==> src/hdl/assert_macros.svh <==
// Assertion macros shared by the semiprime classifier modules.
// No dependencies; included by the files that carry assertions.
`ifndef ASSERT_MACROS_SVH
`define ASSERT_MACROS_SVH

// Same-cycle implication, disabled while reset is asserted.
`define SPC_ASSERT_IMP(label, ck, rn, ante, cons) \
    label: assert property (@(posedge ck) disable iff (!rn) (ante) |-> (cons)) \
        else $error("semiprime classifier assertion failed");

// Next-cycle implication, disabled while reset is asserted.
`define SPC_ASSERT_NXT(label, ck, rn, ante, cons) \
    label: assert property (@(posedge ck) disable iff (!rn) (ante) |=> (cons)) \
        else $error("semiprime classifier assertion failed");

`endif

==> src/hdl/spc_pkg.sv <==
// Shared constants, types and interface structs of the semiprime classifier.
// No dependencies; every module file imports it.
package spc_pkg;

    localparam int NUMBER_WIDTH = 16;
    // Trial divisor: holds every value up to one past the square root.
    localparam int ROOT_WIDTH   = (NUMBER_WIDTH + 1) / 2 + 1;
    // Square of the trial divisor, which may pass the largest number.
    localparam int SQUARE_WIDTH = NUMBER_WIDTH + 1;
    localparam int COUNT_WIDTH  = $clog2(NUMBER_WIDTH + 1);

    typedef enum logic [1:0] {
        VERDICT_PRIME   = 2'd0,
        VERDICT_SEMI    = 2'd1,
        VERDICT_NEITHER = 2'd2
    } verdict_t;

    typedef enum logic [2:0] {
        ST_IDLE,
        ST_CHECK,
        ST_DIV_N,
        ST_DIV_STRIP,
        ST_DIV_REST,
        ST_DONE
    } seq_state_t;

    typedef struct packed {
        logic                    start;
        logic [NUMBER_WIDTH-1:0] dividend;
        logic [NUMBER_WIDTH-1:0] divisor;
    } div_req_t;

    typedef struct packed {
        logic                    done;
        logic [NUMBER_WIDTH-1:0] quotient;
        logic [NUMBER_WIDTH-1:0] remainder;
    } div_rsp_t;

    typedef struct packed {
        verdict_t                verdict;
        logic [NUMBER_WIDTH-1:0] factor_small;
        logic [NUMBER_WIDTH-1:0] factor_large;
    } result_t;

endpackage

==> src/hdl/spc_divider.sv <==
// Shared restoring divider: one quotient bit per cycle, quotient and remainder.
// Depends on spc_pkg and assert_macros.svh.
`include "assert_macros.svh"

module spc_divider
(
    input  logic              clk,
    input  logic              rst_n,
    input  spc_pkg::div_req_t req,
    output spc_pkg::div_rsp_t rsp
);
    import spc_pkg::*;

    logic                    busy_reg, busy_next;
    logic                    done_reg, done_next;
    logic [COUNT_WIDTH-1:0]  cnt_reg, cnt_next;
    logic [NUMBER_WIDTH-1:0] quo_reg, quo_next;
    logic [NUMBER_WIDTH-1:0] rem_reg, rem_next;
    logic [NUMBER_WIDTH-1:0] dvs_reg, dvs_next;
    logic [NUMBER_WIDTH:0]   partial;
    logic [NUMBER_WIDTH:0]   diff;
    logic                    fits;

    // The dividend shifts out of the top of quo_reg as quotient bits shift in.
    assign partial = {rem_reg, quo_reg[NUMBER_WIDTH-1]};
    assign diff    = partial - {1'b0, dvs_reg};
    assign fits    = ~diff[NUMBER_WIDTH];

    always_comb
    begin
        busy_next = busy_reg;
        done_next = 1'b0;
        cnt_next  = cnt_reg;
        quo_next  = quo_reg;
        rem_next  = rem_reg;
        dvs_next  = dvs_reg;
        if (req.start)
        begin
            busy_next = 1'b1;
            cnt_next  = COUNT_WIDTH'(NUMBER_WIDTH);
            quo_next  = req.dividend;
            rem_next  = '0;
            dvs_next  = req.divisor;
        end
        else if (busy_reg)
        begin
            rem_next = fits ? diff[NUMBER_WIDTH-1:0] : partial[NUMBER_WIDTH-1:0];
            quo_next = {quo_reg[NUMBER_WIDTH-2:0], fits};
            cnt_next = cnt_reg - COUNT_WIDTH'(1);
            if (cnt_reg == COUNT_WIDTH'(1))
            begin
                busy_next = 1'b0;
                done_next = 1'b1;
            end
        end
    end

    always_ff @(posedge clk or negedge rst_n)
    begin
        if (!rst_n)
        begin
            busy_reg <= 1'b0;
            done_reg <= 1'b0;
            cnt_reg  <= '0;
        end
        else
        begin
            busy_reg <= busy_next;
            done_reg <= done_next;
            cnt_reg  <= cnt_next;
        end
    end

    always_ff @(posedge clk)
    begin
        quo_reg <= quo_next;
        rem_reg <= rem_next;
        dvs_reg <= dvs_next;
    end

    assign rsp.done      = done_reg;
    assign rsp.quotient  = quo_reg;
    assign rsp.remainder = rem_reg;

    `SPC_ASSERT_IMP(a_no_restart, clk, rst_n, req.start, !busy_reg)
    `SPC_ASSERT_IMP(a_divisor_nonzero, clk, rst_n, req.start, req.divisor != '0)
    `SPC_ASSERT_IMP(a_done_idle, clk, rst_n, done_reg, !busy_reg)

endmodule

==> src/hdl/spc_sequencer.sv <==
// Trial-division sequencer: walks the divisors and drives the shared divider.
// Depends on spc_pkg and assert_macros.svh.
`include "assert_macros.svh"

module spc_sequencer
(
    input  logic                              clk,
    input  logic                              rst_n,
    input  logic                              start,
    input  logic [spc_pkg::NUMBER_WIDTH-1:0]  number,
    input  logic                              slot_free,
    output logic                              busy,
    output logic                              res_valid,
    output spc_pkg::result_t                  res,
    output spc_pkg::div_req_t                 div_req,
    input  spc_pkg::div_rsp_t                 div_rsp
);
    import spc_pkg::*;

    seq_state_t              state_reg, state_next;
    logic [NUMBER_WIDTH-1:0] n_reg, n_next;
    logic [ROOT_WIDTH-1:0]   m_reg, m_next;
    logic [SQUARE_WIDTH-1:0] sq_reg, sq_next;
    logic [ROOT_WIDTH-1:0]   p_reg, p_next;
    logic [NUMBER_WIDTH-1:0] q_reg, q_next;
    logic [NUMBER_WIDTH-1:0] rest_reg, rest_next;
    logic                    found_reg, found_next;
    logic                    psq_reg, psq_next;
    result_t                 res_reg, res_next;

    logic                    loop_end;
    logic                    rem_zero;
    logic                    too_small;
    logic                    is_square;
    logic [SQUARE_WIDTH-1:0] sq_step;

    // The loop ends once the divisor passes the root, or when the cofactor
    // has been reduced to one and no second prime can turn up.
    assign loop_end  = (sq_reg > {1'b0, n_reg}) ||
                       (found_reg && (rest_reg == NUMBER_WIDTH'(1)));
    assign rem_zero  = (div_rsp.remainder == '0);
    assign too_small = (number < NUMBER_WIDTH'(2));
    assign is_square = (sq_reg == {1'b0, n_reg});
    // (m + 1)^2 = m^2 + 2m + 1
    assign sq_step   = SQUARE_WIDTH'({m_reg, 1'b1});

    always_comb
    begin
        state_next = state_reg;
        case (state_reg)
            ST_IDLE:
            begin
                if (start)
                begin
                    state_next = too_small ? ST_DONE : ST_CHECK;
                end
            end
            ST_CHECK:
            begin
                if (loop_end)
                begin
                    state_next = ST_DONE;
                end
                else
                begin
                    state_next = found_reg ? ST_DIV_REST : ST_DIV_N;
                end
            end
            ST_DIV_N:
            begin
                if (div_rsp.done)
                begin
                    if (rem_zero)
                    begin
                        state_next = is_square ? ST_DONE : ST_DIV_STRIP;
                    end
                    else
                    begin
                        state_next = ST_CHECK;
                    end
                end
            end
            ST_DIV_STRIP:
            begin
                if (div_rsp.done)
                begin
                    state_next = rem_zero ? ST_DIV_STRIP : ST_CHECK;
                end
            end
            ST_DIV_REST:
            begin
                if (div_rsp.done)
                begin
                    state_next = rem_zero ? ST_DONE : ST_CHECK;
                end
            end
            ST_DONE:
            begin
                if (slot_free)
                begin
                    state_next = ST_IDLE;
                end
            end
            default:
            begin
                state_next = ST_IDLE;
            end
        endcase
    end

    always_comb
    begin
        n_next     = n_reg;
        m_next     = m_reg;
        sq_next    = sq_reg;
        p_next     = p_reg;
        q_next     = q_reg;
        rest_next  = rest_reg;
        found_next = found_reg;
        psq_next   = psq_reg;
        res_next   = res_reg;
        div_req    = '0;
        res_valid  = 1'b0;
        case (state_reg)
            ST_IDLE:
            begin
                if (start)
                begin
                    n_next     = number;
                    m_next     = ROOT_WIDTH'(2);
                    sq_next    = SQUARE_WIDTH'(4);
                    found_next = 1'b0;
                    psq_next   = 1'b0;
                    res_next   = '{verdict: VERDICT_NEITHER, factor_small: '0,
                                   factor_large: '0};
                end
            end
            ST_CHECK:
            begin
                if (loop_end)
                begin
                    if (!found_reg)
                    begin
                        res_next = '{verdict: VERDICT_PRIME, factor_small: '0,
                                     factor_large: '0};
                    end
                    else
                    begin
                        res_next = '{verdict: psq_reg ? VERDICT_NEITHER : VERDICT_SEMI,
                                     factor_small: NUMBER_WIDTH'(p_reg),
                                     factor_large: q_reg};
                    end
                end
                else
                begin
                    div_req.start    = 1'b1;
                    div_req.dividend = found_reg ? rest_reg : n_reg;
                    div_req.divisor  = NUMBER_WIDTH'(m_reg);
                end
            end
            ST_DIV_N:
            begin
                if (div_rsp.done)
                begin
                    if (rem_zero && is_square)
                    begin
                        res_next = '{verdict: VERDICT_SEMI,
                                     factor_small: NUMBER_WIDTH'(m_reg),
                                     factor_large: NUMBER_WIDTH'(m_reg)};
                    end
                    else if (rem_zero)
                    begin
                        p_next           = m_reg;
                        found_next       = 1'b1;
                        q_next           = div_rsp.quotient;
                        rest_next        = div_rsp.quotient;
                        div_req.start    = 1'b1;
                        div_req.dividend = div_rsp.quotient;
                        div_req.divisor  = NUMBER_WIDTH'(m_reg);
                    end
                    else
                    begin
                        m_next  = m_reg + ROOT_WIDTH'(1);
                        sq_next = sq_reg + sq_step;
                    end
                end
            end
            ST_DIV_STRIP:
            begin
                if (div_rsp.done)
                begin
                    if (rem_zero)
                    begin
                        // p divides n / p, so p squared divides n.
                        rest_next        = div_rsp.quotient;
                        psq_next         = 1'b1;
                        div_req.start    = 1'b1;
                        div_req.dividend = div_rsp.quotient;
                        div_req.divisor  = NUMBER_WIDTH'(p_reg);
                    end
                    else
                    begin
                        m_next  = m_reg + ROOT_WIDTH'(1);
                        sq_next = sq_reg + sq_step;
                    end
                end
            end
            ST_DIV_REST:
            begin
                if (div_rsp.done)
                begin
                    if (rem_zero)
                    begin
                        res_next = '{verdict: VERDICT_NEITHER,
                                     factor_small: NUMBER_WIDTH'(p_reg),
                                     factor_large: NUMBER_WIDTH'(m_reg)};
                    end
                    else
                    begin
                        m_next  = m_reg + ROOT_WIDTH'(1);
                        sq_next = sq_reg + sq_step;
                    end
                end
            end
            ST_DONE:
            begin
                res_valid = slot_free;
            end
            default:
            begin
                res_valid = 1'b0;
            end
        endcase
    end

    always_ff @(posedge clk or negedge rst_n)
    begin
        if (!rst_n)
        begin
            state_reg <= ST_IDLE;
        end
        else
        begin
            state_reg <= state_next;
        end
    end

    always_ff @(posedge clk)
    begin
        n_reg     <= n_next;
        m_reg     <= m_next;
        sq_reg    <= sq_next;
        p_reg     <= p_next;
        q_reg     <= q_next;
        rest_reg  <= rest_next;
        found_reg <= found_next;
        psq_reg   <= psq_next;
        res_reg   <= res_next;
    end

    assign busy = (state_reg != ST_IDLE);
    assign res  = res_reg;

    `SPC_ASSERT_IMP(a_done_in_div, clk, rst_n, div_rsp.done, (state_reg == ST_DIV_N) || (state_reg == ST_DIV_STRIP) || (state_reg == ST_DIV_REST))
    `SPC_ASSERT_NXT(a_emit_then_idle, clk, rst_n, res_valid, state_reg == ST_IDLE)

endmodule

==> src/hdl/semiprime_classifier.sv <==
// Top level of the semiprime classifier: ports, result register, sequencer
// and shared divider. Depends on spc_pkg, spc_sequencer, spc_divider.
//
//  Channel | Direction | Handshake         | Payload
//  --------+-----------+-------------------+-----------------------------------
//  input   | in        | in_valid/in_stall | number
//  output  | out       | out_valid/out_stall | verdict, factor_small, factor_large
//
// Each item takes one division per trial divisor, plus one more for every
// further division by the first prime factor found. The single bit-serial
// divider produces one quotient bit a cycle while a division runs and serves
// every trial in turn, so a new division starts only once the last is done.
// Reset is asynchronous and active low; it returns the sequencer to idle and
// empties the result register. No memory needs clearing.
// in_stall is high while an item is being worked on. A finished result waits
// in the sequencer until the output register frees, so a
// stalled output holds the classifier in its done state.
`include "assert_macros.svh"

module semiprime_classifier
(
    input  logic                             clk,
    input  logic                             rst_n,
    input  logic                             in_valid,
    output logic                             in_stall,
    input  logic [spc_pkg::NUMBER_WIDTH-1:0] number,
    output logic                             out_valid,
    input  logic                             out_stall,
    output logic [1:0]                       verdict,
    output logic [spc_pkg::NUMBER_WIDTH-1:0] factor_small,
    output logic [spc_pkg::NUMBER_WIDTH-1:0] factor_large
);
    import spc_pkg::*;

    div_req_t div_req;
    div_rsp_t div_rsp;
    result_t  res;
    logic     res_valid;
    logic     busy;
    logic     slot_free;
    logic     in_accept;

    logic     out_valid_reg, out_valid_next;
    result_t  out_res_reg, out_res_next;

    // The result register is free when empty or when its item leaves now.
    assign slot_free = !out_valid_reg || !out_stall;
    assign in_accept = in_valid && !busy;
    assign in_stall  = busy;

    spc_sequencer u_sequencer
    (
        .clk       (clk),
        .rst_n     (rst_n),
        .start     (in_accept),
        .number    (number),
        .slot_free (slot_free),
        .busy      (busy),
        .res_valid (res_valid),
        .res       (res),
        .div_req   (div_req),
        .div_rsp   (div_rsp)
    );

    spc_divider u_divider
    (
        .clk   (clk),
        .rst_n (rst_n),
        .req   (div_req),
        .rsp   (div_rsp)
    );

    always_comb
    begin
        out_valid_next = out_valid_reg;
        out_res_next   = out_res_reg;
        if (res_valid)
        begin
            out_valid_next = 1'b1;
            out_res_next   = res;
        end
        else if (out_valid_reg && !out_stall)
        begin
            out_valid_next = 1'b0;
        end
    end

    always_ff @(posedge clk or negedge rst_n)
    begin
        if (!rst_n)
        begin
            out_valid_reg <= 1'b0;
        end
        else
        begin
            out_valid_reg <= out_valid_next;
        end
    end

    always_ff @(posedge clk)
    begin
        out_res_reg <= out_res_next;
    end

    assign out_valid    = out_valid_reg;
    assign verdict      = out_res_reg.verdict;
    assign factor_small = out_res_reg.factor_small;
    assign factor_large = out_res_reg.factor_large;

    // An accepted item must keep the input stalled until it is classified.
    `SPC_ASSERT_NXT(a_accept_then_busy, clk, rst_n, in_accept, in_stall)

endmodule
==> config.mk <==
export PLATFORM = sky130hd
export DESIGN_NAME = semiprime_classifier
export DESIGN_NICKNAME = d
export VERILOG_FILES = /design/src/hdl/spc_pkg.sv /design/src/hdl/spc_divider.sv /design/src/hdl/spc_sequencer.sv /design/src/hdl/semiprime_classifier.sv
export VERILOG_INCLUDE_DIRS = /design/src /design/src/hdl
export SDC_FILE = /design/constraint.sdc
export NUM_CORES = 1
export LEC_CHECK = 0
export ABC_AREA = 1
export BUFFER_PORTS_ARGS = -buffer_cell sky130_fd_sc_hd__buf_2
export CAP_MARGIN = 15
export CELL_PAD_IN_SITES_DETAIL_PLACEMENT = 1
export CELL_PAD_IN_SITES_GLOBAL_PLACEMENT = 1
export CORE_ASPECT_RATIO = 0.75
export CORE_MARGIN = 10
export CORE_UTILIZATION = 48
export CTS_CLUSTER_SIZE = 14
export DETAILED_ROUTE_END_ITERATION = 8
export GPL_TIMING_DRIVEN = 0
export PLACE_DENSITY = 0.81
export REMOVE_ABC_BUFFERS = 1
export SETUP_SLACK_MARGIN = 0.15
export SYNTH_ARGS = -nofsm -noshare
export SYNTH_HDL_FRONTEND = slang
export SYNTH_SLANG_ARGS = --single-unit
==> constraint.sdc <==
create_clock -name clk -period 5.5 [get_ports clk]
set_input_delay 1.375 -clock clk [delete_from_list [all_inputs] [get_ports clk]]
set_output_delay 1.375 -clock clk [all_outputs]
set_load 0.02 [all_outputs]
==> results of run 1 <==
logic make-up (layout without fill, tap and decap cells):
group / after synthesis / in the layout / synth area share, %
AOI/OAI and AO/OA: 132 / 132 / 7.438
other: 1 / 7 / 0.03759
DFF: 191 / 191 / 55.34
xor gates and xnor gates: 11 / 11 / 0.9658
and+or+nand+nor: 532 / 532 / 23.88
buffers and inverters: 168 / 228 / 7.174
adders and majority gates: 40 / 40 / 5.167
metrics by stage:
| step | area (sq um) | power (uW) | setup slack (ns) | hold WS [ns] | util [%] |
|---|---|---|---|---|---|
| after floorplan | 9803 | 4900 | 0.9003 | 0.4003 | - |
| after global placement | 10400 | 5753 | -1.217 | 0.4034 | 51.15 |
| after detailed placement | 10510 | 6022 | 1.651 | 0.4059 | 51.71 |
| after CTS | 11140 | 7424 | 1.620 | 0.4154 | 54.83 |
| after global routing | 11200 | 8053 | 1.946 | 0.4213 | 55.10 |
| final | 11200 | 7501 | 2.117 | 0.4192 | 55.10 |
power by group through the flow:
stage | combinational [uW] | clock, uW | sequential, uW
floorplan | 2190 | 0 | 2710
global placement | 2950 | 0 | 2810
detailed placement | 3200 | 0 | 2830
CTS | 3250 | 1360 | 2810
global route | 3770 | 1430 | 2860
finish | 3350 | 1350 | 2800
path summary, 6_finish.rpt:
| kind | to | depth (start not counted) | from |
|---|---|---|---|
| max | u_sequencer.q_reg[12] | 8 | u_divider.rem_reg[0] |
| min | verdict[1] | 0 | u_sequencer.res[33] |
| max reg2reg | u_sequencer.q_reg[12] | 8 | u_divider.rem_reg[0] |
| min reg2reg | verdict[1] | 0 | u_sequencer.res[33] |
| max in group asynchronous | out_valid | 1 | rst_n |
| min in group asynchronous | u_divider.cnt_reg[2] | 1 | rst_n |
layout by cell type (no fill, tap or decap), drive strengths merged, types with 7 or more instances in the layout:
| master | synthesis | layout |
|---|---|---|
| nand3 | 97 | 97 |
| a21oi | 47 | 47 |
| dfrtp | 11 | 11 |
| nand4 | 10 | 10 |
| inv | 137 | 142 |
| clkbuf | 8 | 18 |
| dfxtp | 16 | 16 |
| nand2 | 293 | 293 |
| edfxtp | 164 | 164 |
| conb | 1 | 7 |
| xor2 | 8 | 8 |
| buf | 22 | 58 |
| o22ai | 8 | 8 |
| nor3 | 20 | 20 |
| o21ai | 61 | 61 |
| ha | 38 | 38 |
| nor2 | 95 | 95 |
per-layer routing:
| layer | up-vias | track usage [%] | wire (um) |
|---|---|---|---|
| met3 | 36 | 3.635 | 1932 |
| met4 | 0 | 5.628 | 442 |
| met2 | 277 | 35.12 | 13490 |
| met5 | - | 0 | 0 |
| li1 | 3707 | - | - |
| met1 | 3921 | 29.02 | 13030 |
layout make-up:
class	instances	area, sq um	area share, %
Multi-Input combinational cell	722	3795	33.88
Sequential cell	191	5520	49.29
Timing Repair Buffer	58	377.9	3.374
Clock inverter	14	203.9	1.821
Clock buffer	18	429.2	3.832
Inverter	138	520.5	4.648
Tap cell	282	352.8	3.150
worst max-delay path: stages (launching register included):
cell     delay (ns)
dfxtp_1        0.33
inv_1          0.14
nand4_1        0.16
nor2_1         0.35
nand2_4        0.31
inv_2          0.44
nand3_4        0.25
nor2_2         0.79
buf_6          0.27
==> reports/results.ini, run 1 <==
[run_status]
status = complete, no violations

[clock_network]
ctsResizeCount = 0
worstSkewPairLatency_ns = 0.44
clock_sinks = 191
clk_pin_slew_ns = 0.08
htree_levels = 4
cts_buffer_depth = 2
hold_buffers = 0
post_cts_buffers = 0
cts_tree = yes
cts_made_buffers = 17
ctsRootBufferMaster = clkbuf_16

[power_and_ir_drop]
internal-power_uw = 4192
power.density_nw_per_um2 = 669.7
ir_drop_v = 0.0003546
p_sw_share_pct = 44.11
p_leak_uw = 0.004797
switchingPower_uw = 3308
sequentialPowerShare_pct = 37.4
clkPwrFrac_pct = 18.0
power_frac_comb_pct = 44.6

[route]
vias_per_cell = 5.580
drtIter0Drc = 676
wl_um = 28890
first_pass_iters = 6
drc = 0
avgRoutedWirePerCell_um = 20.30
ant_nets = 0
dr_total_vias = 7941

[min_path]
hp-class = flip-flop to flip-flop

[floorplan]
die_x_um = 186.5
initial_core_util_pct = 49.08
die_area_sq_um = 27010
core_sq_um = 20330
rows = 45
io_pins = 56
die_h_um = 144.9

[global_routing]
antenna_found_initial = 0
grt_use_total_pct = 21.41
grt_overflow = 0
grt_pass1_vias = 8138
grt_pass1_wl_um = 45490
grt_max_degree = 40

[cells_and_area]
fin_nets = 1188
areaGrowthSynthToFinish_pct = 12.27
n_antenna_cell = 0
largest_register_ffs = 27
final_layout_size_suffix_gt1_share_pct = 12.80
n_fill_cell = 2329
final_cell_count_no_fill = 1423

[placement]
dpl.hpwl_um = 20970
portBuffers = 48
gp_congestion = 0.8930
placedCellCount = 1389

[synthesis]
yosysTopAreaCellShare_pct = 49.37
synthTopCellsByArea = edfxtp_1 (49%), nand2_1 (11%), inv_1 (4.9%), ha_1 (4.8%), nand3_1 (4.6%)
synth.most_common_cell = nand2_1
syn-cell-area_sq_um = 9976
yosysSeqAreaShare_pct = 55.34
syn-mean-instance-area_sq_um = 9.280
synthCells = 1075
yosysWarnings = 0
synth_flop_cell = edfxtp_1
synth_cell_type_count = 49
synth-seq-cells = 191
synth_top_area_cell = edfxtp_1
synthTopCellsByCount = nand2_1 (280), edfxtp_1 (164), inv_1 (129)
synth_edf_count = 164
async_reset_ff_share_pct = 5.759

[setup_path]
required_ns = 5.64
worst_setup_path_end_kind = flip-flop
startpoint_type = flip-flop
crit_arrival_ns = 3.52
cp_max_fo = 33
r2r_setup_slack_ns = 2.12
crit_type = flip-flop to flip-flop

[sta]
hold_violations = 0
skew_ns = 0.01131
rsz0062_at_grt = false
setup_violations = 0
finalCritPeriodShare_pct = 61.51
achievable-frequency_mhz = 295.6
drv_slew = 0
maxSlewHeadroom_pct = 29.19
worstMarginPinSlew_ns = 1.053
fin_crit_ns = 3.383
tns_ns = 0

[flow_run]
maxCapViolations = 0

(Power assumes the default switching activity.)
==> run 2: changes to the inputs <==
Settings changed: ABC_AREA 1 to 0, CORE_UTILIZATION 48 to 45, PLACE_DENSITY 0.81 to 0.78.
Clock period 5.5 ns to 2.89 ns, I/O delays scaled along.
==> reports/results.ini, run 2 <==
[clock_network]
htree_levels = 4  ; unchanged
worstSkewPairLatency_ns = 0.46  ; +0.02 ns
clock_sinks = 191  ; unchanged
cts_tree = yes
cts_made_buffers = 17  ; unchanged
clk_pin_slew_ns = 0.08  ; about the same
hold_buffers = 0  ; unchanged
cts_buffer_depth = 2  ; unchanged
ctsRootBufferMaster = clkbuf_16

[cells_and_area]
final_layout_size_suffix_gt1_share_pct = 28.43  ; +16 points
fin_util_pct = 58.30  ; +3.2 points
final_cell_count_no_fill = 1197  ; -16%
final_cell_mix = edfxtp_1 (164), nand2_1 (96), nor2_1 (57), buf_2 (48)
largest_register_ffs = 27  ; unchanged
n_antenna_cell = 0  ; unchanged
layout_commonest_cell = edfxtp_1
areaGrowthSynthToFinish_pct = 27.56
fin_nets = 986  ; -17%

[placement]
dpl.hpwl_um = 16550  ; -21%
gp_congestion = 0.8463  ; -5.2%
placedCellCount = 1086  ; -22%
portBuffers = 48  ; unchanged

[synthesis]
synth_top_area_cell = edfxtp_1
yosysWarnings = 0  ; unchanged
synthCells = 806  ; -25%
synthMuxAreaShare_pct = 1.114  ; +1.1 points
synthSimpleGateAreaFrac_pct = 13.80  ; -10 points
yosys.area_share.adder_pct = 5.596  ; +0.43 points
syn-mean-instance-area_sq_um = 11.43  ; +23%
async_reset_ff_share_pct = 5.759  ; unchanged
synth_flop_cell = edfxtp_1
yosysTopAreaCellShare_pct = 53.46  ; +4.1 points
synth.most_common_cell = edfxtp_1
synthTopCellsByCount = edfxtp_1 (164), nand2_1 (106), nor2_1 (61)
synth-seq-cells = 191  ; unchanged
synth_top_family_by_area = simple AND/OR/NAND/NOR gates
synth_xor_area_share_pct = 3.327  ; +2.4 points
synth_cell_type_count = 61  ; +24%
yosysSeqAreaShare_pct = 59.92  ; +4.6 points
synthTopCellsByArea = edfxtp_1 (53%), ha_1 (5.2%), nand2_1 (4.3%), dfxtp_1 (3.5%), dfrtp_1 (3.0%)
syn-cell-area_sq_um = 9213  ; -7.7%
synth_edf_count = 164  ; unchanged
synth_compound_area_share_pct = 11.69  ; +4.3 points

[min_path]
hp-class = input pin to async pin

[setup_path]
timing.rr.end = u_sequencer.res[32]
cp-startpoint = u_sequencer.rest_reg[2]
cp_max_fo = 10  ; -70%
crit_type = flip-flop to flip-flop
reg2reg_from = u_sequencer.rest_reg[2]
worstPathCellList = nor4_1, and3_1, nand3_1, nor4_2, nor4_4, buf_6, a211oi_4, buf_6, buf_12, buf_12
max_stage_delay_ns = 0.51  ; -0.28 ns
startpoint_type = flip-flop
cp_slowest_cell = nor4_2
crit_arrival_ns = 3.19  ; -0.33 ns
r2r_setup_slack_ns = -0.13  ; -2.24 ns
worst_setup_path_end_kind = flip-flop
required_ns = 3.06  ; -2.58 ns
ff2ff_path_depth = 10  ; +2

[sta]
achievable-frequency_mhz = 331.6  ; +12%
worstMarginPinSlew_ns = 0.9921  ; -0.06128 ns
rsz0062_at_grt = true
drv_slew = 0  ; unchanged
fin_ws_ns = -0.1256  ; -2.242 ns
tns_ns = -4.287  ; -4.287 ns
finalCritPeriodShare_pct = 104.3  ; +43 points
fin_crit_ns = 3.016  ; -0.3677 ns
skew_ns = 0.02084  ; +0.009529 ns
maxSlewHeadroom_pct = 33.72  ; +4.5 points
hold_violations = 0  ; unchanged
hold_ws_ns = 0.1325  ; -0.2868 ns
setup_violations = 64  ; +64

[power_and_ir_drop]
p_total_uw = 13960  ; +86%
ir_drop_v = 0.0005433  ; +53%
power.density_nw_per_um2 = 1188  ; +77%
p_leak_uw = 0.004549  ; -5.2%

[floorplan]
die_h_um = 143.9  ; -0.65%
rows = 45  ; unchanged
die_x_um = 185.2  ; -0.67%
io_pins = 56  ; unchanged
core_sq_um = 20160  ; -0.83%
die_area_sq_um = 26650  ; -1.3%
initial_core_util_pct = 45.70  ; -3.4 points

[global_routing]
grt_max_degree = 36  ; -10%
grt_use_total_pct = 20.90  ; -0.52 points
grt_pass1_vias = 7187  ; -12%
antenna_found_initial = 0  ; unchanged
grt_pass1_wl_um = 41900  ; -7.9%
grt_overflow = 0  ; unchanged

[route]
first_pass_iters = 5  ; -1
vias_per_cell = 6.218  ; +11%
avgRoutedWirePerCell_um = 26.54  ; +31%
wl_um = 31760  ; +10%
drc = 0  ; unchanged
drtIter0Drc = 747  ; +11%
ant_nets = 0  ; unchanged
dr_total_vias = 7443  ; -6.3%

[run_status]
status = complete, but fails checks
violations = setup timing

[flow_run]
maxCapViolations = 0  ; unchanged

## run 2: cell types whose count changed in the layout (fill, tap and decap cells not counted), sizes merged, moves of 11 or more
cell	before	now
xnor2	3	23
nand2	293	107
and2	0	11
a21oi	47	30
buf	58	128
nand3	97	9
a211oi	0	21
nor2	95	61
inv	142	57
## run 2: routing by layer
metal  global-route usage (%)  share of wire, %  vias up
met5                        0                 0        -
met4                    6.997               3.7        0
met3                    3.280               9.0       99
met2                    33.58                48      458
met1                    28.22                39     3708
li1                         -                 -     3178
## run 2: cell type report
type / count / area (sq um)
multi-input combinational: 536 / 3886
clock buffer: 17 / 425.4
inverter: 50 / 200.2
fill: 2068 / 8406
clock inverter: 15 / 197.7
tap: 258 / 322.8
timing repair buffer: 130 / 1194
sequential: 191 / 5525
## run 2: cells by family after synthesis
group,count (synthesis)
flip-flops,191
other,1
multiplexers,10
AND/OR/NAND/NOR,268
AO/OA/AOI/OAI,171
adder cells (fa/ha/maj),40
buffers and inverters,90
XOR/XNOR,35
## run 2: repair_timing
item,in CTS,in global routing
resized for setup,80,82
pin swaps,31,28
cloned,7,3
endpoints found under the setup margin,190,169
setup buffers,42,26
## run 2: report_power, final
part	internal, uW	leakage (uW)	switching, uW
Sequential	4290	0.00182	787
Combinational	2690	0.00244	3650
Clock	1200	0.000298	1330
Total	8180	0.00455	5770
## run 2: metrics by stage
| step | cell area, sq um | worst slack [ns] |
|---|---|---|
| 2_1_floorplan | 9020 | -3.159 |
| 3_3_place_gp | 9583 | -6.688 |
| 3_5_place_dp | 9727 | -1.443 |
| 4_1_cts | 11070 | -0.001472 |
| 5_1_grt | 11750 | -0.2096 |
| 6_report | 11750 | -0.1256 |
## run 2: how the worst max path moves through the flow
stage,to,slack (ns),cells after the start
2_1_floorplan,u_sequencer.res[0],-3.16,7
3_3_place_gp,u_sequencer.res[11],-6.69,7
3_5_place_dp,u_divider.dvs_reg[8],-1.44,7
4_1_cts,u_sequencer.res[32],-0.001,11
5_1_grt,u_sequencer.res[32],-0.21,10
6_report,u_sequencer.res[32],-0.13,10
## run 2: worst max-delay path, delay by kind of cell (launching register included)
kind            cells  cell delay [ns]
simple gates        5             1.44
buf+inv             4             0.61
flops               1             0.47
compound gates      1             0.21
